`src/rtl/core/sba_pkg.sv`:
```
// Shared types, constants and arithmetic helpers of the scaled alpha blit engine.
package sba_pkg;

  // Register indexes of the configuration port.
  localparam logic [2:0] REG_TARGET_WIDTH  = 3'd0;
  localparam logic [2:0] REG_TARGET_HEIGHT = 3'd1;
  localparam logic [2:0] REG_RECT_LEFT     = 3'd2;
  localparam logic [2:0] REG_RECT_TOP      = 3'd3;
  localparam logic [2:0] REG_RECT_WIDTH    = 3'd4;
  localparam logic [2:0] REG_RECT_HEIGHT   = 3'd5;
  localparam logic [2:0] REG_IMAGE_WIDTH   = 3'd6;
  localparam logic [2:0] REG_IMAGE_HEIGHT  = 3'd7;

  // Item kinds.
  localparam logic KIND_LOAD  = 1'b0;
  localparam logic KIND_PIXEL = 1'b1;

  // Destination bounds saturate at this size.
  localparam int TARGET_SIDE = 4096;
  // Number of quotient bits of the source coordinate, one per divider stage.
  localparam int QW = 9;
  // Default queue depths (powers of two).
  localparam int MID_DEPTH_DEF = 4;
  localparam int OUT_DEPTH_DEF = 4;

  typedef struct packed {
    logic [12:0] target_width;
    logic [12:0] target_height;
    logic [12:0] rect_left;
    logic [12:0] rect_top;
    logic [12:0] rect_width;
    logic [12:0] rect_height;
    logic [8:0]  image_width;
    logic [8:0]  image_height;
  } cfg_t;

  // Clip result and scaled numerator of one axis.
  typedef struct packed {
    logic        ok;
    logic [21:0] num;
  } axis_t;

  // Classified item between the front and the back.
  typedef struct packed {
    logic        kind;
    logic [15:0] idx;
    logic [31:0] texel;
    logic [11:0] x;
    logic [11:0] y;
    logic [23:0] old;
    logic        vis;
    logic [21:0] numx;
    logic [21:0] numy;
  } mid_t;

  // One result transaction.
  typedef struct packed {
    logic [11:0] x;
    logic [11:0] y;
    logic [23:0] pix;
    logic        we;
  } res_t;

  // A source extent of zero counts as one.
  function automatic logic [8:0] src_size(logic [8:0] src);
    return (src == '0) ? 9'd1 : src;
  endfunction

  // Clips one coordinate and forms (pos - lo) * src for the later division by len.
  // The offset stays below 8191 and src below 512, so the product needs 22 bits.
  function automatic axis_t map_axis(logic [11:0] pos, logic [12:0] lo, logic [12:0] len,
                                     logic [12:0] bound, logic [8:0] src);
    logic signed [14:0] p;
    logic signed [14:0] l;
    logic signed [14:0] e;
    logic signed [14:0] b;
    logic signed [14:0] df;
    axis_t r;
    p  = signed'({3'b000, pos});
    l  = signed'({{2{lo[12]}}, lo});
    e  = l + signed'({2'b00, len});
    b  = (bound > 13'(TARGET_SIDE)) ? 15'(TARGET_SIDE) : signed'({2'b00, bound});
    df = p - l;
    r.ok  = (len != '0) && (p >= l) && (p < e) && (p < b);
    r.num = {9'b0, df[12:0]} * {13'b0, src_size(src)};
    return r;
  endfunction

  // s * a + d * (255 - a), at most 255 * 255.
  function automatic logic [15:0] blend_sum(logic [7:0] s, logic [7:0] d, logic [7:0] a);
    return ({8'b0, s} * {8'b0, a}) + ({8'b0, d} * {8'b0, 8'hFF - a});
  endfunction

  // Truncating division by 255, exact for sums up to 255 * 255.
  function automatic logic [7:0] div255(logic [15:0] v);
    logic [16:0] t;
    t = {1'b0, v} + {9'b0, v[15:8]} + 17'd1;
    return t[15:8];
  endfunction

endpackage

```
`src/rtl/core/sba_front.sv`:
```
// Front end: accepts items, clips pixel coordinates and forms the scaled numerators.
module sba_front import sba_pkg::*; (
  input  logic        clk_i,
  input  logic        rst_ni,
  input  cfg_t        cfg_i,
  input  logic        accept_i,
  input  logic        kind_i,
  input  logic [15:0] texel_index_i,
  input  logic [31:0] texel_i,
  input  logic [11:0] pixel_x_i,
  input  logic [11:0] pixel_y_i,
  input  logic [23:0] old_pixel_i,
  input  logic        mid_full_i,
  output logic        mid_push_o,
  output mid_t        mid_o
);

  axis_t ax, ay;
  mid_t  f_d, f_q;
  logic  vld_q, vld_d;

  // Classify the incoming transaction.
  always_comb begin
    ax = map_axis(pixel_x_i, cfg_i.rect_left, cfg_i.rect_width, cfg_i.target_width,
                  cfg_i.image_width);
    ay = map_axis(pixel_y_i, cfg_i.rect_top, cfg_i.rect_height, cfg_i.target_height,
                  cfg_i.image_height);
    f_d.kind  = kind_i;
    f_d.idx   = texel_index_i;
    f_d.texel = texel_i;
    f_d.x     = pixel_x_i;
    f_d.y     = pixel_y_i;
    f_d.old   = old_pixel_i;
    f_d.vis   = ax.ok && ay.ok;
    f_d.numx  = ax.num;
    f_d.numy  = ay.num;
  end

  // The stage holds while the queue is full.
  assign vld_d      = mid_full_i ? vld_q : accept_i;
  assign mid_push_o = vld_q && !mid_full_i;
  assign mid_o      = f_q;

  always_ff @(posedge clk_i or negedge rst_ni) begin
    if (!rst_ni) begin
      vld_q <= 1'b0;
    end else begin
      vld_q <= vld_d;
    end
  end

  always_ff @(posedge clk_i) begin
    if (!mid_full_i) begin
      f_q <= f_d;
    end
  end

endmodule

```
`config.mk`:
```
export PLATFORM = sky130hd
export DESIGN_NAME = sba_front
export DESIGN_NICKNAME = d
export VERILOG_FILES = /design/src/rtl/core/sba_pkg.sv /design/src/rtl/core/sba_front.sv
export SDC_FILE = /design/constraint.sdc
export NUM_CORES = 1
export LEC_CHECK = 0
export ABC_CLOCK_PERIOD_IN_PS = 1750
export BUFFER_PORTS_ARGS = -buffer_cell sky130_fd_sc_hd__buf_2
export CAP_MARGIN = 20
export CORE_UTILIZATION = 50
export CTS_CLUSTER_DIAMETER = 150
export DETAILED_ROUTE_END_ITERATION = 8
export PLACE_DENSITY_LB_ADDON = 0.2
export SLEW_MARGIN = 40
export SYNTH_ARGS = -nofsm -noshare
export SYNTH_HDL_FRONTEND = slang
export SYNTH_SLANG_ARGS = --single-unit
```
`constraint.sdc`:
```
create_clock -name clk_i -period 1.75 [get_ports clk_i]
set_clock_uncertainty 0.15 [all_clocks]
set_input_delay 0.0875 -clock clk_i [delete_from_list [all_inputs] [get_ports clk_i]]
set_output_delay 0.0875 -clock clk_i [all_outputs]
set_load 0.005 [all_outputs]
```
==> summary.md, run 1 <==
| Metric | Value |
|---|---|
| Clk root buf | `clkbuf_16` |
| Gr ovfl total | `0` |
| Maxcap violations | `0` |
| Tmin final | `5.54 ns` |
| Hold_ws | `0.0296 ns` |
| LEAKAGE | `11.6 nW` |
| Slew @ Worst Pin | `0.486 ns` |
| Post-Syn Instances | `1551` |
| Final WS setup | `-3.79 ns` |
| CP Capture Type | `flop` |
| Total Routing Usage GR | `0.304` |
| Die H | `179 um` |
| Vias | `14500` |
| Combinational fraction of design power | `0.803` |
| Dominant cell type by area after synthesis | `edfxtp_1` |
| Peak supply drop | `1.90 mV` |
| Max-slew headroom | `0.668` |
| Sequential Power Share | `0.122` |
| CTS buffer count | `17` |
| Final WL | `47900 um` |
| Switching portion of total power | `0.412` |
| Die Area | `0.0320 mm2` |
| Internal | `28.8 mW` |
| Leading post-synthesis cells by cell area | `edfxtp_1, fa_1, ha_1, inv_1, and2_1` |
| Pre-antenna DRT Iters | `7` |
| Syn Area/Cell | `10.1 um2` |
| CP Data Required Time | `1.80 ns` |
| Final period util | `3.17` |
| Top cell type's share of synthesized area | `0.273` |
| Yosys warns | `0` |
| Number of global-route vias before repair | `15100` |
| Net switching power | `20.2 mW` |
| Mapped Area | `0.0156 mm2` |
| Yosys cell types | `80` |
| RSZ-0062 raised after global routing | `yes` |
| DP HPWL | `36700 um` |
| Clock buffer depth | `2` |
| Die Wd | `179 um` |
| Port buffer count | `339` |
| Power per cell area | `2040 mW/mm2` |
| Worst hold-check path type | `in -> reg` |
| Vias/cell | `5.21` |
| CTS tree | `built` |
| First-pass GRT wire length | `75200 um` |
| Layout Nets | `2909` |
| Core area | `0.0307 mm2` |
| Critical Path AT | `5.59 ns` |
| Slew Viols, Final | `0` |
| Largest net degree at the start of global routing | `81` |
| Area Overhead vs Synth | `53.5%` |
| Yosys reg bits | `143` |
| Commonest non-fill, non-tap cells in the layout | `buf_4, buf_2, inv_1` |
| Reg2Reg Setup Slack | `0.30 ns` |
| Most used DFF post-synth | `edfxtp_1` |
| Commonest non-fill, non-tap cell in the layout | `buf_4` |
| 1st-iter DRT viols | `783` |
| Clock share of power | `0.075` |
| Share of cells above drive strength 1 | `0.431` |
| Async SR Flop Fraction | `0.00699` |
| Setup violators final | `41` |
| IO Count | `340` |
| Antenna violations before repair | `1` |
| Final Core Density | `0.782` |
| Clk slew on worst S/H paths | `0.08 ns` |
| Syn Nets | `2088` |
| DRC | `0` |
| Initial Utilization | `0.510` |
| WL per Instance | `17.2 um` |
| Worst setup SP type | `input port` |
| Status | `complete, but fails checks` |
| Seq/Total Area, Yosys | `0.274` |
| GPL Wtd Cong | `0.975` |
| DRT antenna net count | `0` |
| Worst setup path class | `in -> reg` |
| Pre-CTS setup slack | `-4.43 ns` |
| Clock sink count | `143` |
| Peak fanout along the critical path | `5` |
| Rows | `64` |
| Final hold vios | `0` |
| # H-tree levels | `4` |
| Failing checks | `setup timing` |
| Max Clock Freq | `181 MHz` |
| Fillers | `1968` |
| Worst skew pair latency | `0.42 ns` |
| EDFF count, synth | `142` |
-- flip-flops by register name, summed over array words and instances (netlist names) --
register / cells
mid_o: 142
vld_q: 1
-- cells in the mapped netlist (5+ instances only) --
master	count
nor2_1	74
a31oi_1	7
edfxtp_1	142
xor2_1	22
nor4_1	15
a211oi_1	9
a21oi_2	5
and3_1	5
nand4_1	7
o211ai_1	14
and4_1	6
clkbuf_1	31
a21o_1	23
o21ai_1	14
a311o_1	7
o21bai_1	6
and2_1	89
inv_1	240
nor2b_1	50
a211o_1	8
a21boi_1	5
nand2_1	125
nand2b_1	46
fa_1	160
ha_1	180
a21oi_1	53
o21ai_0	28
nor3_1	19
xnor2_1	37
o21a_1	14
nand3_1	28
-- logic make-up after synthesis --
group,count (synthesis),synth area share
adders and majority gates,340,0.349
buffers and inverters,276,0.0670
muxes,4,0.00272
xor gates and xnor gates,62,0.0362
DFF,143,0.274
and+or+nand+nor,489,0.164
AOI/OAI and AO/OA,237,0.107
-- critical path, stage by stage --
cell	delay, ns
buf_12	0.09
inv_12	0.03
ha_4	0.15
fa_2	0.37
nor2b_4	0.13
o21ai_2	0.07
a21boi_2	0.15
o211ai_1	0.16
a21o_1	0.21
nand3b_1	0.16
xor2_2	0.26
nand2_1	0.11
fa_1	0.51
inv_2	0.04
fa_1	0.51
fa_1	0.46
fa_1	0.52
ha_4	0.18
or3_4	0.34
o221a_4	0.32
nor4_4	0.36
o41ai_2	0.12
a21oi_1	0.16
xnor2_1	0.09
-- worst paths after layout --
path                         startpoint         to  depth (start not counted)
max                        pixel_x_i[0]  mid_o[42]                         24
min                            cfg_i[0]   mid_o[0]                          4
max reg2reg                       vld_q      vld_q                          2
min reg2reg                       vld_q      vld_q                          2
max in group asynchronous        rst_ni      vld_q                          3
min in group asynchronous        rst_ni      vld_q                          3
-- power by group through the flow --
stage,Combinational (mW),Clock (mW),Sequential (mW)
3_5_place_dp,33.1,0,6.04
5_1_grt,43.4,3.88,6.01
6_report,39.3,3.69,5.96
3_3_place_gp,32.0,0,6.02
2_1_floorplan,22.0,0,6.07
4_1_cts,36.2,3.74,5.97
-- area by class of cell --
cell class	count	area [um2]	share of cell area
Tap cell	396	495	0.0206
Clock inverter	13	140	0.00584
Multi-Input combinational cell	1132	11700	0.487
Antenna cell	1	2.50	0.000104
Inverter	240	945	0.0394
Sequential cell	143	4290	0.179
Timing Repair Buffer	838	6010	0.251
Clock buffer	18	429	0.0179
-- stage by stage --
| stage | std cells | setup TNS (ns) | power, mW | area, um2 |
|---|---|---|---|---|
| after global routing | 2781 | -124.77 | 53.3 | 24000 |
| after CTS | 2760 | -114.57 | 45.9 | 23500 |
| final | 2781 | -117.29 | 48.9 | 24000 |
| after detailed placement | 2587 | -141.84 | 39.1 | 21000 |
| after floorplan | 1551 | -252.19 | 28.1 | 16400 |
| after global placement | 2587 | -138.12 | 38.0 | 21000 |
-- timing repair --
item,in CTS,in global routing
buffers inserted,47,28
setup endpoints to repair,41,41
hold endpoints to repair,99,0
pin swaps,132,125
gates resized for setup,149,90
hold buffers,101,0
-- routing by layer --
metal / vias up / part of all wire / wire length [um] / global-route usage
li1: 6876 / - / - / -
met1: 7010 / 0.41 / 19900 / 0.379
met2: 488 / 0.50 / 23800 / 0.536
met3: 106 / 0.057 / 2750 / 0.0416
met4: 0 / 0.032 / 1540 / 0.106
met5: - / 0 / 0 / 0
Power figures use the tool's default switching activity.
==> run 2, diff against run 1 <==
--- a/config.mk
+++ b/config.mk
@@ -5,10 +5,12 @@
 export SDC_FILE = /design/constraint.sdc
 export NUM_CORES = 1
 export LEC_CHECK = 0
+export ABC_AREA = 1
 export ABC_CLOCK_PERIOD_IN_PS = 1750
 export BUFFER_PORTS_ARGS = -buffer_cell sky130_fd_sc_hd__buf_2
 export CAP_MARGIN = 20
 export CORE_UTILIZATION = 50
+export CTS_BUF_LIST = sky130_fd_sc_hd__clkbuf_16
 export CTS_CLUSTER_DIAMETER = 150
 export DETAILED_ROUTE_END_ITERATION = 8
 export PLACE_DENSITY_LB_ADDON = 0.2
==> run 2 against run 1 <==
Against the previous run: the flow still finishes with violations (setup timing); sequential share of layout area shrank 0.46 points; sequential power grew 1%; global-route usage grew 2.4 points; wire length grew 11%; clock-buffer cell count shrank 1; critical path type unchanged.
==> summary.md, run 2 <==
| Metric | Value |
|---|---|
| Status | `complete, but fails checks` |
| Failing checks | `setup timing` |
| EDFF count, synth | `142` |
| DP HPWL | `38900 um` |
| Peak fanout along the critical path | `5` |
| First-pass GRT wire length | `79800 um` |
| Worst setup path class | `in -> reg` |
| GPL Wtd Cong | `0.973` |
| Most used DFF post-synth | `edfxtp_1` |
| CTS tree | `built` |
| Hold Crit Depth | `4` |
| Syn Nets | `2265` |
| Post-synth top cells | `inv_1, nand2_1, nor2_1` |
| Total Routing Usage GR | `0.328` |
| Largest net degree at the start of global routing | `38` |
| Setup violators final | `41` |
| Top cell type's share of synthesized area | `0.276` |
| Die Area | `0.0316 mm2` |
| Critical Path AT | `5.23 ns` |
| Share of cells above drive strength 1 | `0.442` |
| Worst hold-check path type | `in -> reg` |
| Final hold vios | `0` |
| Yosys cell types | `50` |
| CTS buffer count | `17` |
| Leading post-synthesis cells by cell area | `edfxtp_1, fa_1, ha_1, inv_1, nand2_1` |
| Adder-Cell Fraction of Synth Area | `0.354` |
| Commonest non-fill, non-tap cells in the layout | `buf_4, buf_2, inv_1` |
| Final WS setup | `-3.43 ns` |
| Port buffer count | `339` |
| Core area | `0.0300 mm2` |
| DRC | `0` |
| Tmin final | `5.18 ns` |
| Commonest non-fill, non-tap cell in the layout | `buf_4` |
| Final WL | `53200 um` |
| WL met3 | `3380 um` |
| Slew @ Worst Pin | `0.590 ns` |
| Gr ovfl total | `0` |
| # H-tree levels | `4` |
| Power per cell area | `2290 mW/mm2` |
| Cells on worst reg2reg path | `2` |
| Max FFs per register | `142` |
| WL per Instance | `17.7 um` |
| Most common cell in the synthesized netlist | `inv_1` |
| Portion of netlist area occupied by mux cells | `0` |
| Worst skew pair latency | `0.44 ns` |
| LEAKAGE | `12.3 nW` |
| Yosys reg bits | `143` |
| IO Count | `340` |
| Pre-antenna DRT Iters | `5` |
| Area Overhead vs Synth | `59.7%` |
| Peak supply drop | `2.90 mV` |
| Die H | `178 um` |
| Vias | `15500` |
| Rows | `63` |
| Wire length on met2 | `26100 um` |
| Tot Pwr | `56.3 mW` |
| Worst setup SP type | `input port` |
| Fillers | `1790` |
| Clk root buf | `clkbuf_16` |
| Dominant cell type by area after synthesis | `edfxtp_1` |
| Async SR Flop Fraction | `0.00699` |
| Largest family of logic cells by synthesized area | `adder cells` |
| Number of global-route vias before repair | `16200` |
| Clock buffer depth | `2` |
| CP Capture Type | `flop` |
| Mapped Area | `0.0154 mm2` |
| Setup TNS | `-108.27 ns` |
| Simple-gate share of the synthesized area | `0.174` |
| Syn Area/Cell | `8.93 um2` |
| Vias/cell | `5.16` |
| Slew Viols, Final | `0` |
| Max layer used | `met5` |
| Yosys warns | `0` |
| Max Clock Freq | `193 MHz` |
| Die Wd | `178 um` |
| Antenna violations before repair | `8` |
| Compound-Gate Fraction of Synth Area | `0.0606` |
| DRT antenna net count | `0` |
| CP Data Required Time | `1.80 ns` |
| Post-Syn Instances | `1728` |
| Pre-CTS setup slack | `-3.82 ns` |
| Seq/Total Area, Yosys | `0.278` |
| RSZ-0062 raised after global routing | `yes` |
| XOR/XNOR Fraction of Synth Area | `0.0445` |
| Initial Utilization | `0.514` |
| Layout Nets | `3136` |
| Clock sink count | `143` |
| Final period util | `2.96` |
| Clk slew on worst S/H paths | `0.07 ns` |
| Max-slew headroom | `0.605` |
| 1st-iter DRT viols | `976` |
| M1 wire length | `20800 um` |
| Maxcap violations | `0` |
[run 2: cell types whose count changed after synthesis, moves of 30 or more]
cell / change
nand2_1: +183
and2_1: -87
inv_1: +105
nand2b_1: -46
nor2b_1: -50
nor2_1: +143
a21oi_1: +32
nand3_1: +30
[run 2: through the flow]
step	instances	util	instance area, um2	hold slack [ns]
after CTS	2972	0.792	23800	0.0151
after detailed placement	2811	0.703	21100	-0.286
after floorplan	1728	-	16200	-0.358
after global placement	2811	0.703	21100	-0.285
after global routing	3007	0.820	24600	0.0894
final	3008	0.820	24600	0.0556
[run 2: logic make-up (layout without fill, tap and decap cells)]
kind of cell	Yosys count	count (layout)
buf+inv	366	1250
flops	143	143
compound gates	156	156
xor+xnor	74	74
fa+ha+maj	340	340
other cells	0	6
simple gates	649	649
[run 2: critical path, stage by stage]
cell,delay [ns]
buf_12,0.09
inv_12,0.03
ha_4,0.15
fa_2,0.37
o21ai_4,0.21
a21oi_4,0.09
o211ai_4,0.23
xor2_2,0.27
buf_4,0.16
nand2_2,0.05
fa_1,0.52
inv_2,0.05
fa_1,0.48
fa_1,0.52
inv_1,0.05
fa_1,0.49
inv_2,0.05
ha_4,0.30
nand2_2,0.08
nor2_4,0.11
inv_2,0.05
nor3_2,0.17
a21oi_2,0.11
o21bai_1,0.26
nand2_1,0.10
nand2_1,0.08
xor2_1,0.06
[run 2: layout make-up]
| class | instances | area, um2 | share of cell area |
|---|---|---|---|
| Tap cell | 390 | 488 | 0.0198 |
| Multi-Input combinational cell | 1219 | 11700 | 0.474 |
| Antenna cell | 6 | 15.0 | 0.000610 |
| Inverter | 352 | 1360 | 0.0550 |
| Clock inverter | 15 | 193 | 0.00782 |
| Clock buffer | 17 | 425 | 0.0173 |
| Timing Repair Buffer | 866 | 6180 | 0.251 |
| Sequential cell | 143 | 4290 | 0.174 |
[run 2: final timing paths]
kind                                   start         to  slack, ns
worst max-delay path            pixel_y_i[0]  mid_o[19]      -3.43
worst min-delay path                cfg_i[0]   mid_o[0]       0.06
worst max register to register         vld_q      vld_q       0.91
worst min register to register         vld_q      vld_q       0.46
max in group asynchronous             rst_ni      vld_q       1.02
min in group asynchronous             rst_ni      vld_q       0.33
[run 2: power by group]
group	total, mW	internal [mW]	switching [mW]	leakage [nW]
registers	6.04	5.80	0.245	1.40
logic	46.3	23.0	23.4	10.6
clock network	3.93	2.18	1.74	0.301
[run 2: routing by layer]
layer / vias to the layer above / track usage
li1: 7240 / -
met1: 7406 / 0.400
met2: 699 / 0.567
met3: 188 / 0.0416
met4: 2 / 0.173
met5: - / 0
[run 2: timing repair]
action / CTS / global route
endpoints found under the hold margin: 99 / 0
hold buffers: 100 / 0
pin swaps: 171 / 142
gates resized for setup: 197 / 150
endpoints found under the setup margin: 41 / 41
setup buffers: 36 / 33
