==> config.mk <==
export PLATFORM = sky130hd
export DESIGN_NAME = sba_fifo
export DESIGN_NICKNAME = d
export VERILOG_FILES = /design/src/rtl/core/sba_pkg.sv /design/src/rtl/core/sba_fifo.sv
export SDC_FILE = /design/constraint.sdc
export NUM_CORES = 1
export LEC_CHECK = 0
export BUFFER_PORTS_ARGS = -buffer_cell sky130_fd_sc_hd__buf_2
export CAP_MARGIN = 10
export CORE_AREA = 2 2 47 81
export DETAILED_ROUTE_END_ITERATION = 7
export DIE_AREA = 0 0 49 83
export HOLD_SLACK_MARGIN = 0.03
export PLACE_DENSITY = 0.68
export SYNTH_ARGS = -nofsm -noshare
export SYNTH_HDL_FRONTEND = slang
export SYNTH_SLANG_ARGS = --single-unit
==> constraint.sdc <==
create_clock -name clk_i -period 2.71 [get_ports clk_i]
set_clock_uncertainty 0.2 [all_clocks]
set_input_delay 0.4065 -clock clk_i [delete_from_list [all_inputs] [get_ports clk_i]]
set_output_delay 0.4065 -clock clk_i [all_outputs]
set_load 0.02 [all_outputs]
==> src/rtl/core/sba_pkg.sv <==
// Shared types, constants and arithmetic helpers of the scaled alpha blit engine.
package sba_pkg;

  // Register indexes of the configuration port.
  localparam logic [2:0] REG_TARGET_WIDTH  = 3'd0;
  localparam logic [2:0] REG_TARGET_HEIGHT = 3'd1;
  localparam logic [2:0] REG_RECT_LEFT     = 3'd2;
  localparam logic [2:0] REG_RECT_TOP      = 3'd3;
  localparam logic [2:0] REG_RECT_WIDTH    = 3'd4;
  localparam logic [2:0] REG_RECT_HEIGHT   = 3'd5;
  localparam logic [2:0] REG_IMAGE_WIDTH   = 3'd6;
  localparam logic [2:0] REG_IMAGE_HEIGHT  = 3'd7;

  // Item kinds.
  localparam logic KIND_LOAD  = 1'b0;
  localparam logic KIND_PIXEL = 1'b1;

  // Destination bounds saturate at this size.
  localparam int TARGET_SIDE = 4096;
  // Number of quotient bits of the source coordinate, one per divider stage.
  localparam int QW = 9;
  // Default queue depths (powers of two).
  localparam int MID_DEPTH_DEF = 4;
  localparam int OUT_DEPTH_DEF = 4;

  typedef struct packed {
    logic [12:0] target_width;
    logic [12:0] target_height;
    logic [12:0] rect_left;
    logic [12:0] rect_top;
    logic [12:0] rect_width;
    logic [12:0] rect_height;
    logic [8:0]  image_width;
    logic [8:0]  image_height;
  } cfg_t;

  // Clip result and scaled numerator of one axis.
  typedef struct packed {
    logic        ok;
    logic [21:0] num;
  } axis_t;

  // Classified item between the front and the back.
  typedef struct packed {
    logic        kind;
    logic [15:0] idx;
    logic [31:0] texel;
    logic [11:0] x;
    logic [11:0] y;
    logic [23:0] old;
    logic        vis;
    logic [21:0] numx;
    logic [21:0] numy;
  } mid_t;

  // One result transaction.
  typedef struct packed {
    logic [11:0] x;
    logic [11:0] y;
    logic [23:0] pix;
    logic        we;
  } res_t;

  // A source extent of zero counts as one.
  function automatic logic [8:0] src_size(logic [8:0] src);
    return (src == '0) ? 9'd1 : src;
  endfunction

  // Clips one coordinate and forms (pos - lo) * src for the later division by len.
  // The offset stays below 8191 and src below 512, so the product needs 22 bits.
  function automatic axis_t map_axis(logic [11:0] pos, logic [12:0] lo, logic [12:0] len,
                                     logic [12:0] bound, logic [8:0] src);
    logic signed [14:0] p;
    logic signed [14:0] l;
    logic signed [14:0] e;
    logic signed [14:0] b;
    logic signed [14:0] df;
    axis_t r;
    p  = signed'({3'b000, pos});
    l  = signed'({{2{lo[12]}}, lo});
    e  = l + signed'({2'b00, len});
    b  = (bound > 13'(TARGET_SIDE)) ? 15'(TARGET_SIDE) : signed'({2'b00, bound});
    df = p - l;
    r.ok  = (len != '0) && (p >= l) && (p < e) && (p < b);
    r.num = {9'b0, df[12:0]} * {13'b0, src_size(src)};
    return r;
  endfunction

  // s * a + d * (255 - a), at most 255 * 255.
  function automatic logic [15:0] blend_sum(logic [7:0] s, logic [7:0] d, logic [7:0] a);
    return ({8'b0, s} * {8'b0, a}) + ({8'b0, d} * {8'b0, 8'hFF - a});
  endfunction

  // Truncating division by 255, exact for sums up to 255 * 255.
  function automatic logic [7:0] div255(logic [15:0] v);
    logic [16:0] t;
    t = {1'b0, v} + {9'b0, v[15:8]} + 17'd1;
    return t[15:8];
  endfunction

endpackage

==> src/rtl/core/sba_fifo.sv <==
// Small first-in first-out queue with registered pointers and a fill count.
module sba_fifo import sba_pkg::*; #(
  parameter int W     = 8,
  parameter int DEPTH = MID_DEPTH_DEF
) (
  input  logic         clk_i,
  input  logic         rst_ni,
  input  logic         push_i,
  input  logic [W-1:0] data_i,
  output logic         full_o,
  input  logic         pop_i,
  output logic [W-1:0] data_o,
  output logic         empty_o
);

  localparam int AW = $clog2(DEPTH);

  logic [W-1:0] mem_q [DEPTH];
  logic [AW-1:0] wr_q, wr_d, rd_q, rd_d;
  logic [AW:0]   cnt_q, cnt_d;
  logic          do_push, do_pop;

  // Handshake on both sides.
  assign full_o  = (cnt_q == (AW+1)'(DEPTH));
  assign empty_o = (cnt_q == '0);
  assign do_push = push_i && !full_o;
  assign do_pop  = pop_i && !empty_o;
  assign data_o  = mem_q[rd_q];

  // Pointer and count update.
  always_comb begin
    wr_d  = do_push ? wr_q + 1'b1 : wr_q;
    rd_d  = do_pop ? rd_q + 1'b1 : rd_q;
    cnt_d = cnt_q + (AW+1)'(do_push) - (AW+1)'(do_pop);
  end

  always_ff @(posedge clk_i or negedge rst_ni) begin
    if (!rst_ni) begin
      wr_q  <= '0;
      rd_q  <= '0;
      cnt_q <= '0;
    end else begin
      wr_q  <= wr_d;
      rd_q  <= rd_d;
      cnt_q <= cnt_d;
    end
  end

  // Storage.
  always_ff @(posedge clk_i) begin
    if (do_push) begin
      mem_q[wr_q] <= data_i;
    end
  end

endmodule

==> summary.md, run 1 <==
- Initial Util: 47.8%
- Cell variety after synth: 18
- Post CTS Setup Buffer Count: 0
- unrepaired setup endpoints after global routing: false
- static leakage: 0.703 nW
- clk sink count: 39
- max_cap viols: 0
- setup slack of the most critical reg-to-reg path: 320 ps
- via count of the first global-routing pass: 892
- worst slew slack as a fraction of its limit: 61.4%
- core region area: 0.00340 mm^2
- drt first pass iters: 4
- vertical die dimension: 83 um
- Critical R2R Capture: cnt_q[2]
- first-pass GRT wire length: 4130 um
- maximum number of pins on one net before global-route repair: 12
- overall die area: 0.00407 mm^2
- area leader, netlist: edfxtp_1
- via count: 812
- cell chain of the critical path: o31ai_1, inv_1, ha_1, inv_1, ha_1, fa_1, xnor2_1, xnor2_1
- wire length after detailed routing: 2440 um
- areal power density over the cells: 1070 mW/mm^2
- Synth Cell Area: 0.00162 mm^2
- EDFF count, synth: 32
- Critical Path Source Type: flip-flop
- Core Rows: 28
- synthesized area divided by synthesized cell count: 19.6 um^2
- library cell contributing the largest single delay on the critical path: dfrtp_1
- instance count on the critical path: 8
- Synth async-reset ratio: 17.9%
- type of the tightest min-delay check: in -> reg
- post-synthesis compound-gate area fraction: 1.93%
- most instantiated cells after synthesis: 32 x edfxtp_1, 8 x mux4_2, 7 x dfrtp_1, 6 x ha_1, 6 x inv_1
- Arrival @ worst endpoint: 2370 ps
- Remaining Overflow, GRT: 0
- Antenna Diode Count: 0
- final antenna-violating net count: 0
- Die X: 49 um
- DP HPWL: 1750 um
- post-route clock period utilization: 88.3%
- Post-Synth Adder-Cell Area: 5.86%
- gate count of the mapped netlist: 83
- final core utilization: 54.8%
- top cell family by delay on the critical path: adder cells
- worst-path fanout max: 7
- post-synthesis mux area share: 11.1%
- fraction of layout instances using a drive strength above 1: 32.4%
- Crit path largest cell delay: 470 ps
- fraction of the yosys area taken by sequential cells: 70.0%
- number of cells on the worst reg-to-reg path: 8
- total of flip-flops plus latches after synthesis: 39
- Worst Path Required: 2690 ps
- global-route total usage across every layer: 14.3%
- synthesized netlist net count: 102
- Final Hold Vio Count: 0
- largest cells by area after synthesis: edfxtp_1 59%, mux4_2 11%, dfrtp_1 11%
- critical path class: reg -> reg
- timing startpoint of the critical path: cnt_q[1]
- signed area change from the synthesized netlist to the final layout: 14.8%
- FF-to-FF Start: cnt_q[1]
- drc violations: 0
- number of vias per cell after detailed routing: 5.21
- cts bufs inserted: 5
- clock latency at the later pin of the worst-skew pair: 290 ps
- Worst-Margin Slew: 580 ps
- final critical-path required period: 2390 ps
- total of endpoints with negative setup slack in the final report: 0
- worst path buffer plus inverter count: 2
- most frequent cell after synthesis: edfxtp_1
- setup tns final: 0 ps
- TritonCTS clock tree: done
- routability congestion estimate from global placement: 0.672
- CTS root buffer: clkbuf_8
- number of I/O pins: 22
- portion of synthesized cell area occupied by the leading cell type: 59.2%
- Worst IR Drop VDD: 0.536 mV
- total of warnings raised by yosys: 0
- predominant post-synthesis flop cell: edfxtp_1
- number of max-slew violations in the final report: 0
- power consumption: 0.00199 W
- violation count after the first detailed-routing iteration: 25
- post-DR wirelength/cell: 15.7 um
- number of nets in the finished design: 129
- deepest clock path buffer count: 2
- combinational family with the most area after synthesis: multiplexers
- buffers added on ports: 21
- simple-gate portion of the synthesized area: 6.78%
- capturing element type of the critical path: flip-flop
- number of H-tree levels: 2
- destination of the critical timing path: cnt_q[2]
- initial antenna violation count: 0
- clock edge transition at the registers on the reported setup and hold paths: 70 ps
- parity-gate share of the synthesized area counting xor and xnor cells: 2.16%
- maximum frequency from static timing analysis: 418 MHz
- run status: finished clean
-- state kept, by name (all words and copies together), names as in the netlist --
register and cells:
wr_q 2, mem_q 32, cnt_q 3, rd_q 2
-- per-stage QoR --
| step | instance area (um^2) | hold slack [ps] | worst slack [ps] | std cells |
|---|---|---|---|---|
| after floorplan | 1620 | -89.1 | 441 | 83 |
| after global routing | 1860 | 124 | 131 | 156 |
| after detailed placement | 1770 | 49.8 | 304 | 147 |
| final | 1860 | 129 | 317 | 156 |
| after global placement | 1770 | 47.5 | 401 | 147 |
| after CTS | 1860 | 125 | 283 | 156 |
-- cells by family after synthesis --
kind of cell             after synthesis
flip-flops                            39
XOR/XNOR                               4
AO/OA/AOI/OAI                          4
multiplexers                           8
AND/OR/NAND/NOR                       13
adder cells (fa/ha/maj)                7
buffers and inverters                  8
-- routing by layer --
| layer | share of wire (%) | wire length (um) | GRT usage, % |
|---|---|---|---|
| met5 | 0 | 0 | 0 |
| met2 | 56 | 1370 | 25.0 |
| met4 | 3.0 | 74 | 9.35 |
| met1 | 36 | 874 | 13.7 |
| met3 | 5.1 | 124 | 4.86 |
-- how the worst min path moves through the flow --
stage	from	end	slack, ps	depth (start not counted)
2_1_floorplan	rst_ni	cnt_q[0]	-90	0
3_3_place_gp	rst_ni	cnt_q[2]	50	1
3_5_place_dp	rst_ni	cnt_q[2]	50	1
4_1_cts	data_i[1]	mem_q[2][1]	120	1
5_1_grt	data_i[3]	mem_q[0][3]	120	1
6_report	data_i[6]	mem_q[1][6]	130	1
-- power breakdown --
| part | switching [W] | internal (W) |
|---|---|---|
| Clock | 0.000185 | 0.000180 |
| Combinational | 0.000330 | 0.000325 |
| Sequential | 0.000158 | 0.000811 |
-- what timing repair did --
| item | 4_1_cts | 5_1_grt |
|---|---|---|
| resized for setup | 0 | 0 |
| endpoints found under the hold margin | 7 | 0 |
| hold buffers | 1 | 0 |
-- cell type report --
class	count	area, um^2
Timing Repair Buffer	22	115
Multi-Input combinational cell	36	452
Inverter	6	22.5
Clock inverter	1	5.00
Tap cell	45	56.3
Clock buffer	7	76.3
Sequential cell	39	1140
Fill cell	287	1540
-- cell usage in the layout (no fill, tap or decap) --
| cell type | synthesis | routed |
|---|---|---|
| edfxtp_1 | 32 | 32 |
| o31ai_1 | 1 | 1 |
| nor3b_4 | 1 | 1 |
| nand4bb_1 | 2 | 2 |
| o311ai_1 | 1 | 1 |
| dfrtp_1 | 7 | 7 |
| o211ai_1 | 2 | 2 |
| dlygate4sd3_1 | 0 | 1 |
| xnor2_1 | 4 | 4 |
| clkbuf_1 | 0 | 2 |
| nand2_1 | 1 | 1 |
| fa_1 | 1 | 1 |
| nand2b_1 | 4 | 4 |
| nor3_1 | 1 | 1 |
| inv_1 | 6 | 6 |
| mux4_2 | 8 | 8 |
| ha_1 | 6 | 6 |
| clkinv_2 | 0 | 1 |
| clkbuf_8 | 0 | 5 |
| buf_2 | 0 | 21 |
| and3b_1 | 4 | 4 |
Note: power is estimated with default switching activity, not from simulation.
==> inputs of run 2 (changes only) <==
- BUFFER_PORTS_ARGS: -buffer_cell sky130_fd_sc_hd__buf_2 -> unset
- DONT_BUFFER_PORTS: unset -> 1
- PLACE_DENSITY: 0.68 -> unset
==> run 2 against run 1 <==
  * Hold slack worse by 49 ps
  * First-iteration DRC count decreased by 44%
  * Critical path depth stayed put
  * Global-route usage shrank 0.47 points
  * Design area about the same
  * Sequential power hardly changed
  * Core utilization about the same
  * Count of clock-buffer cells in the layout increased by 1
  * Routed wire length fell by 2.3%
==> summary.md, run 2 (same netlist as run 1, synthesis figures left out) <==
- run status: finished clean, unchanged
- DP HPWL: 1680 um, was 1750 um
- TritonCTS clock tree: done, unchanged
- Final Hold Vio Count: 0, unchanged
- library cell contributing the largest single delay on the critical path: dfrtp_1, unchanged
- Initial Util: 47.8%, unchanged
- Core Rows: 28, unchanged
- post-route clock period utilization: 87.6%, was 88.3%
- vertical die dimension: 83 um, unchanged
- max_cap viols: 0, unchanged
- capturing element type of the critical path: flip-flop, unchanged
- signed area change from the synthesized netlist to the final layout: 14.9%, was 14.8%
- worst hold margin: 79.5 ps, was 129 ps
- cell area after layout: 0.00186 mm^2, about the same
- timing startpoint of the critical path: cnt_q[1], unchanged
- initial antenna violation count: 0, unchanged
- clk sink count: 39, unchanged
- worst-path fanout max: 7, unchanged
- Die X: 49 um, unchanged
- fraction of layout instances using a drive strength above 1: 17.2%, was 32.4%
- top cell family by delay on the critical path: adder cells, unchanged
- wire length after detailed routing: 2390 um, was 2440 um
- first-pass GRT wire length: 3940 um, was 4130 um
- maximum number of pins on one net before global-route repair: 12, unchanged
- number of H-tree levels: 2, unchanged
- via count of the first global-routing pass: 843, was 892
- commonest cells after routing, fill and taps aside: 32 x edfxtp_1, 9 x dlygate4sd3_1, 8 x mux4_2, was 32 x edfxtp_1, 21 x buf_2, 8 x mux4_2
- final critical-path required period: 2370 ps, was 2390 ps
- count of fill cells added during filler insertion: 300, was 287
- post-DR wirelength/cell: 16.6 um, was 15.7 um
- registers with the most flip-flops: mem_q x32, cnt_q x3, unchanged
- Critical Path Source Type: flip-flop, unchanged
- area occupied by multi-input gates: 452 um^2, unchanged
- register with the most flip-flops: mem_q, unchanged
- Antenna Diode Count: 0, unchanged
- deepest clock path buffer count: 2, unchanged
- Worst-Margin Slew: 614 ps, was 580 ps
- total of endpoints with negative setup slack in the final report: 0, unchanged
- leading cell type in the layout, fill and taps excluded: edfxtp_1, unchanged
- number of max-slew violations in the final report: 0, unchanged
- Arrival @ worst endpoint: 2380 ps, was 2370 ps
- overall die area: 0.00407 mm^2, unchanged
- global-route total usage across every layer: 13.8%, was 14.3%
- core region area: 0.00340 mm^2, unchanged
- routability congestion estimate from global placement: 0.679, was 0.672
- number of vias per cell after detailed routing: 5.22, was 5.21
- via count: 751, was 812
- cell chain of the critical path: o31ai_1, inv_1, ha_1, inv_1, ha_1, fa_1, xnor2_1, xnor2_1, unchanged
- power consumption: 0.00198 W, was 0.00199 W
- FF-to-FF Start: cnt_q[1], unchanged
- Post CTS Setup Buffer Count: 0, unchanged
- clock edge transition at the registers on the reported setup and hold paths: 70 ps, about the same
- critical path class: reg -> reg, unchanged
- cell area after placement: 0.00167 mm^2, was 0.00177 mm^2
- start point of the worst hold path: push_i, was data_i[6]
- number of nets in the finished design: 117, was 129
- type of the tightest min-delay check: in -> reg, unchanged
- worst slew slack as a fraction of its limit: 58.7%, was 61.4%
- sequential standard cell area: 0.00114 mm^2, unchanged
- Remaining Overflow, GRT: 0, unchanged
- violation count after the first detailed-routing iteration: 14, was 25
- drc violations: 0, unchanged
- CTS root buffer: clkbuf_8, unchanged
- number of I/O pins: 22, unchanged
- worst path buffer plus inverter count: 2, unchanged
- areal power density over the cells: 1060 mW/mm^2, was 1070 mW/mm^2
- Worst Path Required: 2720 ps, was 2690 ps
- setup tns final: 0 ps, unchanged
- static leakage: 0.666 nW, was 0.703 nW
- buffers added on ports: 0, was 21
- Worst IR Drop VDD: 0.680 mV, was 0.536 mV
- final antenna-violating net count: 0, unchanged
- Crit path largest cell delay: 460 ps, was 470 ps
- unrepaired setup endpoints after global routing: false, unchanged
- maximum frequency from static timing analysis: 421 MHz, was 418 MHz
- drt first pass iters: 2, was 4
- clock latency at the later pin of the worst-skew pair: 280 ps, was 290 ps
- cts bufs inserted: 5, unchanged
- number of flip-flops under the largest register name: 32, unchanged
==> run 2: cell count changes in the layout (fill, tap and decap cells not counted) <==
cell / before / now
buf_2: 21 / 0
buf_4: 0 / 1
clkbuf_1: 2 / 1
clkbuf_8: 5 / 7
clkinv_2: 1 / 0
dlygate4sd3_1: 1 / 9
==> run 2: layout make-up <==
type	count	area share, %
Sequential cell	39	60.9
Multi-Input combinational cell	36	24.2
Clock buffer	8	5.37
Timing Repair Buffer	10	5.23
Tap cell	45	3.02
Inverter	6	1.21
==> run 2: through the flow <==
step | setup slack (ps) | utilization [%] | std cells
3_5_place_dp | 323 | 49.3 | 127
5_1_grt | 135 | 54.9 | 144
3_3_place_gp | 394 | 49.3 | 127
6_report | 337 | 54.9 | 144
2_1_floorplan | 441 | - | 83
4_1_cts | 306 | 54.9 | 144
==> run 2: timing repair <==
action / in CTS / in global routing
hold buffers: 9 / 0
endpoints found under the hold margin: 39 / 0
resized for setup: 0 / 0
==> run 2: worst paths after layout <==
path | endpoint | slack (ps) | cells after the start
max | cnt_q[2] | 340 | 8
min | wr_q[1] | 80 | 2
max reg2reg | cnt_q[2] | 340 | 8
min reg2reg | wr_q[1] | 420 | 2
max in group asynchronous | rd_q[1] | 1810 | 1
min in group asynchronous | wr_q[1] | 250 | 1
==> run 2: worst reg2reg max path, delay by kind of cell, from the launching register on <==
kind / cells / cell delay [ps]
DFF: 1 / 460
buffers and inverters: 2 / 120
adders and majority gates: 3 / 840
AOI/OAI and AO/OA: 1 / 360
xor gates and xnor gates: 2 / 330
==> run 2: power by group <==
group	switching, W	total [W]	leakage (nW)	internal [W]
Combinational	0.000317	0.000599	0.239	0.000282
Clock	0.000183	0.000415	0.0515	0.000232
Sequential	0.000157	0.000968	0.375	0.000811
==> run 2: routing by layer <==
layer / global-route usage [%] / up-vias / part of all wire (%)
met5: 0 / - / 0
met2: 25.0 / 19 / 57
met3: 5.04 / 4 / 4.6
li1: - / 351 / -
met1: 13.1 / 377 / 37
met4: 7.01 / 0 / 1.9
==> inputs of run 3 (changes only) <==
- ABC_AREA: unset -> 1
- CORE_AREA: 2 2 47 81 -> 2 2 48 83
- DIE_AREA: 0 0 49 83 -> 0 0 50 85
- PLACE_DENSITY: unset -> 0.75
==> run 3 against run 2 <==
  * Sequential cell count unchanged
  * Sequential share of layout area down 2.6 points
  * Global-route usage up 1.4 points
  * Register-to-register slack better by 150 ps
  * Count of clock-buffer cells in the layout decreased by 3
  * Design area is 4.4% higher
  * Combinational power grew 25%
  * First-iteration DRC count grew to 3.6 times the previous value
  * Via count increased by 45%
  * Critical path type unchanged
  * Critical endpoint unchanged
==> summary.md, run 3 <==
- drc violations: 0, unchanged
- maximum frequency from static timing analysis: 450 MHz, was 421 MHz
- signed area change from the synthesized netlist to the final layout: 12.8%, was 14.9%
- post-route clock period utilization: 82.1%, was 87.6%
- Cell variety after synth: 16, was 18
- fraction of layout instances using a drive strength above 1: 7.51%, was 17.2%
- registers with the most flip-flops: mem_q x32, cnt_q x3, unchanged
- clock latency at the later pin of the worst-skew pair: 280 ps, about the same
- leading cell type in the layout, fill and taps excluded: nand2_1, was edfxtp_1
- worst-path fanout max: 5, was 7
- routability congestion estimate from global placement: 0.722, was 0.679
- violation count after the first detailed-routing iteration: 51, was 14
- number of flip-flops under the largest register name: 32, unchanged
- final critical-path required period: 2220 ps, was 2370 ps
- number of vias per cell after detailed routing: 4.97, was 5.22
- global-route total usage across every layer: 15.2%, was 13.8%
- via count: 1088, was 751
- portion of synthesized cell area occupied by the leading cell type: 55.7%, was 59.2%
- Worst-Margin Slew: 803 ps, was 614 ps
- unrepaired setup endpoints after global routing: false, unchanged
- Critical Path Source Type: flip-flop, unchanged
- number of max-slew violations in the final report: 0, unchanged
- Global Route met1 Usage: 14.9%, was 13.1%
- Worst Path Required: 2740 ps, was 2720 ps
- areal power density over the cells: 1080 mW/mm^2, was 1060 mW/mm^2
- CTS root buffer: clkbuf_8, unchanged
- gr busiest metal: met2, unchanged
- synthesized netlist net count: 178, was 102
- final antenna-violating net count: 0, unchanged
- type of the tightest min-delay check: in -> reg, unchanged
- commonest cells after routing, fill and taps aside: 42 x nand2_1, 32 x edfxtp_1, 23 x inv_1, was 32 x edfxtp_1, 9 x dlygate4sd3_1, 8 x mux4_2
- initial antenna violation count: 0, unchanged
- capturing element type of the critical path: flip-flop, unchanged
- library cell contributing the largest single delay on the critical path: dfrtp_1, unchanged
- worst path buffer plus inverter count: 2, unchanged
- max_cap viols: 0, unchanged
- number of H-tree levels: 2, unchanged
- synthesized area divided by synthesized cell count: 10.9 um^2, was 19.6 um^2
- Worst IR Drop VDD: 0.654 mV, was 0.680 mV
- deepest clock path buffer count: 2, unchanged
- core region area: 0.00359 mm^2, was 0.00340 mm^2
- gate count of the mapped netlist: 159, was 83
- Remaining Overflow, GRT: 0, unchanged
- cts bufs inserted: 5, unchanged
- TritonCTS clock tree: done, unchanged
- register with the most flip-flops: mem_q, unchanged
- post-DR wirelength/cell: 13.3 um, was 16.6 um
- routing usage on met3: 3.70%, was 5.04%
- buffers added on ports: 0, unchanged
- Arrival @ worst endpoint: 2250 ps, was 2380 ps
- Synth async-reset ratio: 17.9%, unchanged
- vertical die dimension: 85 um, was 83 um
- static leakage: 0.844 nW, was 0.666 nW
- Synth Cell Area: 0.00173 mm^2, was 0.00162 mm^2
- cell chain of the critical path: nor2_1, nand2_1, nand2_1, inv_1, ha_1, inv_1, ha_1, fa_1, nand3b_1, nand2_1, was o31ai_1, inv_1, ha_1, inv_1, ha_1, fa_1, xnor2_1, xnor2_1
- clock edge transition at the registers on the reported setup and hold paths: 70 ps, about the same
- most used cell along the critical path: nand2_1
- drt first pass iters: 4, was 2
- area leader, netlist: edfxtp_1, unchanged
- run status: finished clean, unchanged
- fraction of the yosys area taken by sequential cells: 65.8%, was 70.0%
- number of nets in the finished design: 191, was 117
- first-pass GRT wire length: 4710 um, was 3940 um
- top cell family by delay on the critical path: adder cells, unchanged
- via count of the first global-routing pass: 1112, was 843
- power consumption: 0.00210 W, was 0.00198 W
- setup tns final: 0 ps, unchanged
- most frequent cell after synthesis: nand2_1, was edfxtp_1
- Initial Util: 48.0%, was 47.8%
- number of I/O pins: 22, unchanged
- Final Hold Vio Count: 0, unchanged
- DP HPWL: 2010 um, was 1680 um
- most instantiated cells after synthesis: 42 x nand2_1, 32 x edfxtp_1, 23 x inv_1, 18 x nor2_1, 11 x o21ai_1, was 32 x edfxtp_1, 8 x mux4_2, 7 x dfrtp_1, 6 x ha_1, 6 x inv_1
- critical path class: reg -> reg, unchanged
- overall die area: 0.00425 mm^2, was 0.00407 mm^2
- wire length after detailed routing: 2900 um, was 2390 um
- total of flip-flops plus latches after synthesis: 39, unchanged
- Die X: 50 um, was 49 um
- predominant post-synthesis flop cell: edfxtp_1, unchanged
- Core Rows: 29, was 28
- total of endpoints with negative setup slack in the final report: 0, unchanged
- maximum number of pins on one net before global-route repair: 18, was 12
- global-route track usage on met2: 26.7%, was 25.0%
- total of warnings raised by yosys: 0, unchanged
- worst slew slack as a fraction of its limit: 46.2%, was 58.7%
- Antenna Diode Count: 0, unchanged
- Crit path largest cell delay: 400 ps, was 460 ps
- largest cells by area after synthesis: edfxtp_1 56%, dfrtp_1 10%, nand2_1 9.1%, was edfxtp_1 59%, mux4_2 11%, dfrtp_1 11%
- clk sink count: 39, unchanged
- EDFF count, synth: 32, unchanged
run 3: cell families (layout without fill, tap and decap cells):
kind of cell	Yosys count	after routing	share of synthesized area [%]
buf+inv	28	42	7.61
compound gates	16	16	4.64
fa+ha+maj	7	7	5.51
simple gates	69	69	16.4
flops	39	39	65.8
run 3: layout make-up:
class	count	area, um^2
Fill cell	294	1650
Sequential cell	39	1140
Multi-Input combinational cell	92	458
Timing Repair Buffer	10	97.6
Inverter	24	90.1
Clock buffer	5	68.8
Tap cell	46	57.6
Clock inverter	3	38.8
run 3: worst paths after layout:
path                       startpoint  endpoint  slack [ps]  cells after the start
max                          cnt_q[1]  cnt_q[2]         490                     10
min                            push_i   wr_q[0]          70                      2
max reg2reg                  cnt_q[1]  cnt_q[2]         490                     10
min reg2reg                   rd_q[1]   rd_q[1]         290                      2
max in group asynchronous      rst_ni   wr_q[0]        1830                      1
min in group asynchronous      rst_ni   wr_q[1]         240                      1
run 3: metal layers:
metal / vias up / share of wire (%)
li1: 533 / -
met1: 516 / 37
met2: 31 / 55
met3: 8 / 4.5
met4: 0 / 3.1
met5: - / 0
run 3: metrics by stage:
stage / std cells / setup slack [ps] / area (um^2) / utilization (%) / hold WS (ps)
after detailed placement: 202 / 527 / 1750 / 48.7 / -88.9
after floorplan: 159 / 687 / 1730 / - / -89.1
after global routing: 219 / 319 / 1950 / 54.2 / 66.3
after global placement: 202 / 649 / 1750 / 48.7 / -88.9
final: 219 / 486 / 1950 / 54.2 / 66.0
after CTS: 219 / 483 / 1950 / 54.2 / 59.2
run 3: what timing repair did:
item                      CTS  global route
hold endpoints to repair   39             0
gates resized for setup     0             0
hold buffers                9             0
buffers inserted            0             0
run 3: power breakdown:
| group | leakage [nW] | internal, W | switching [W] |
|---|---|---|---|
| logic | 0.412 | 0.000207 | 0.000542 |
| registers | 0.377 | 0.000809 | 0.0000808 |
| clock network | 0.0556 | 0.000269 | 0.000191 |
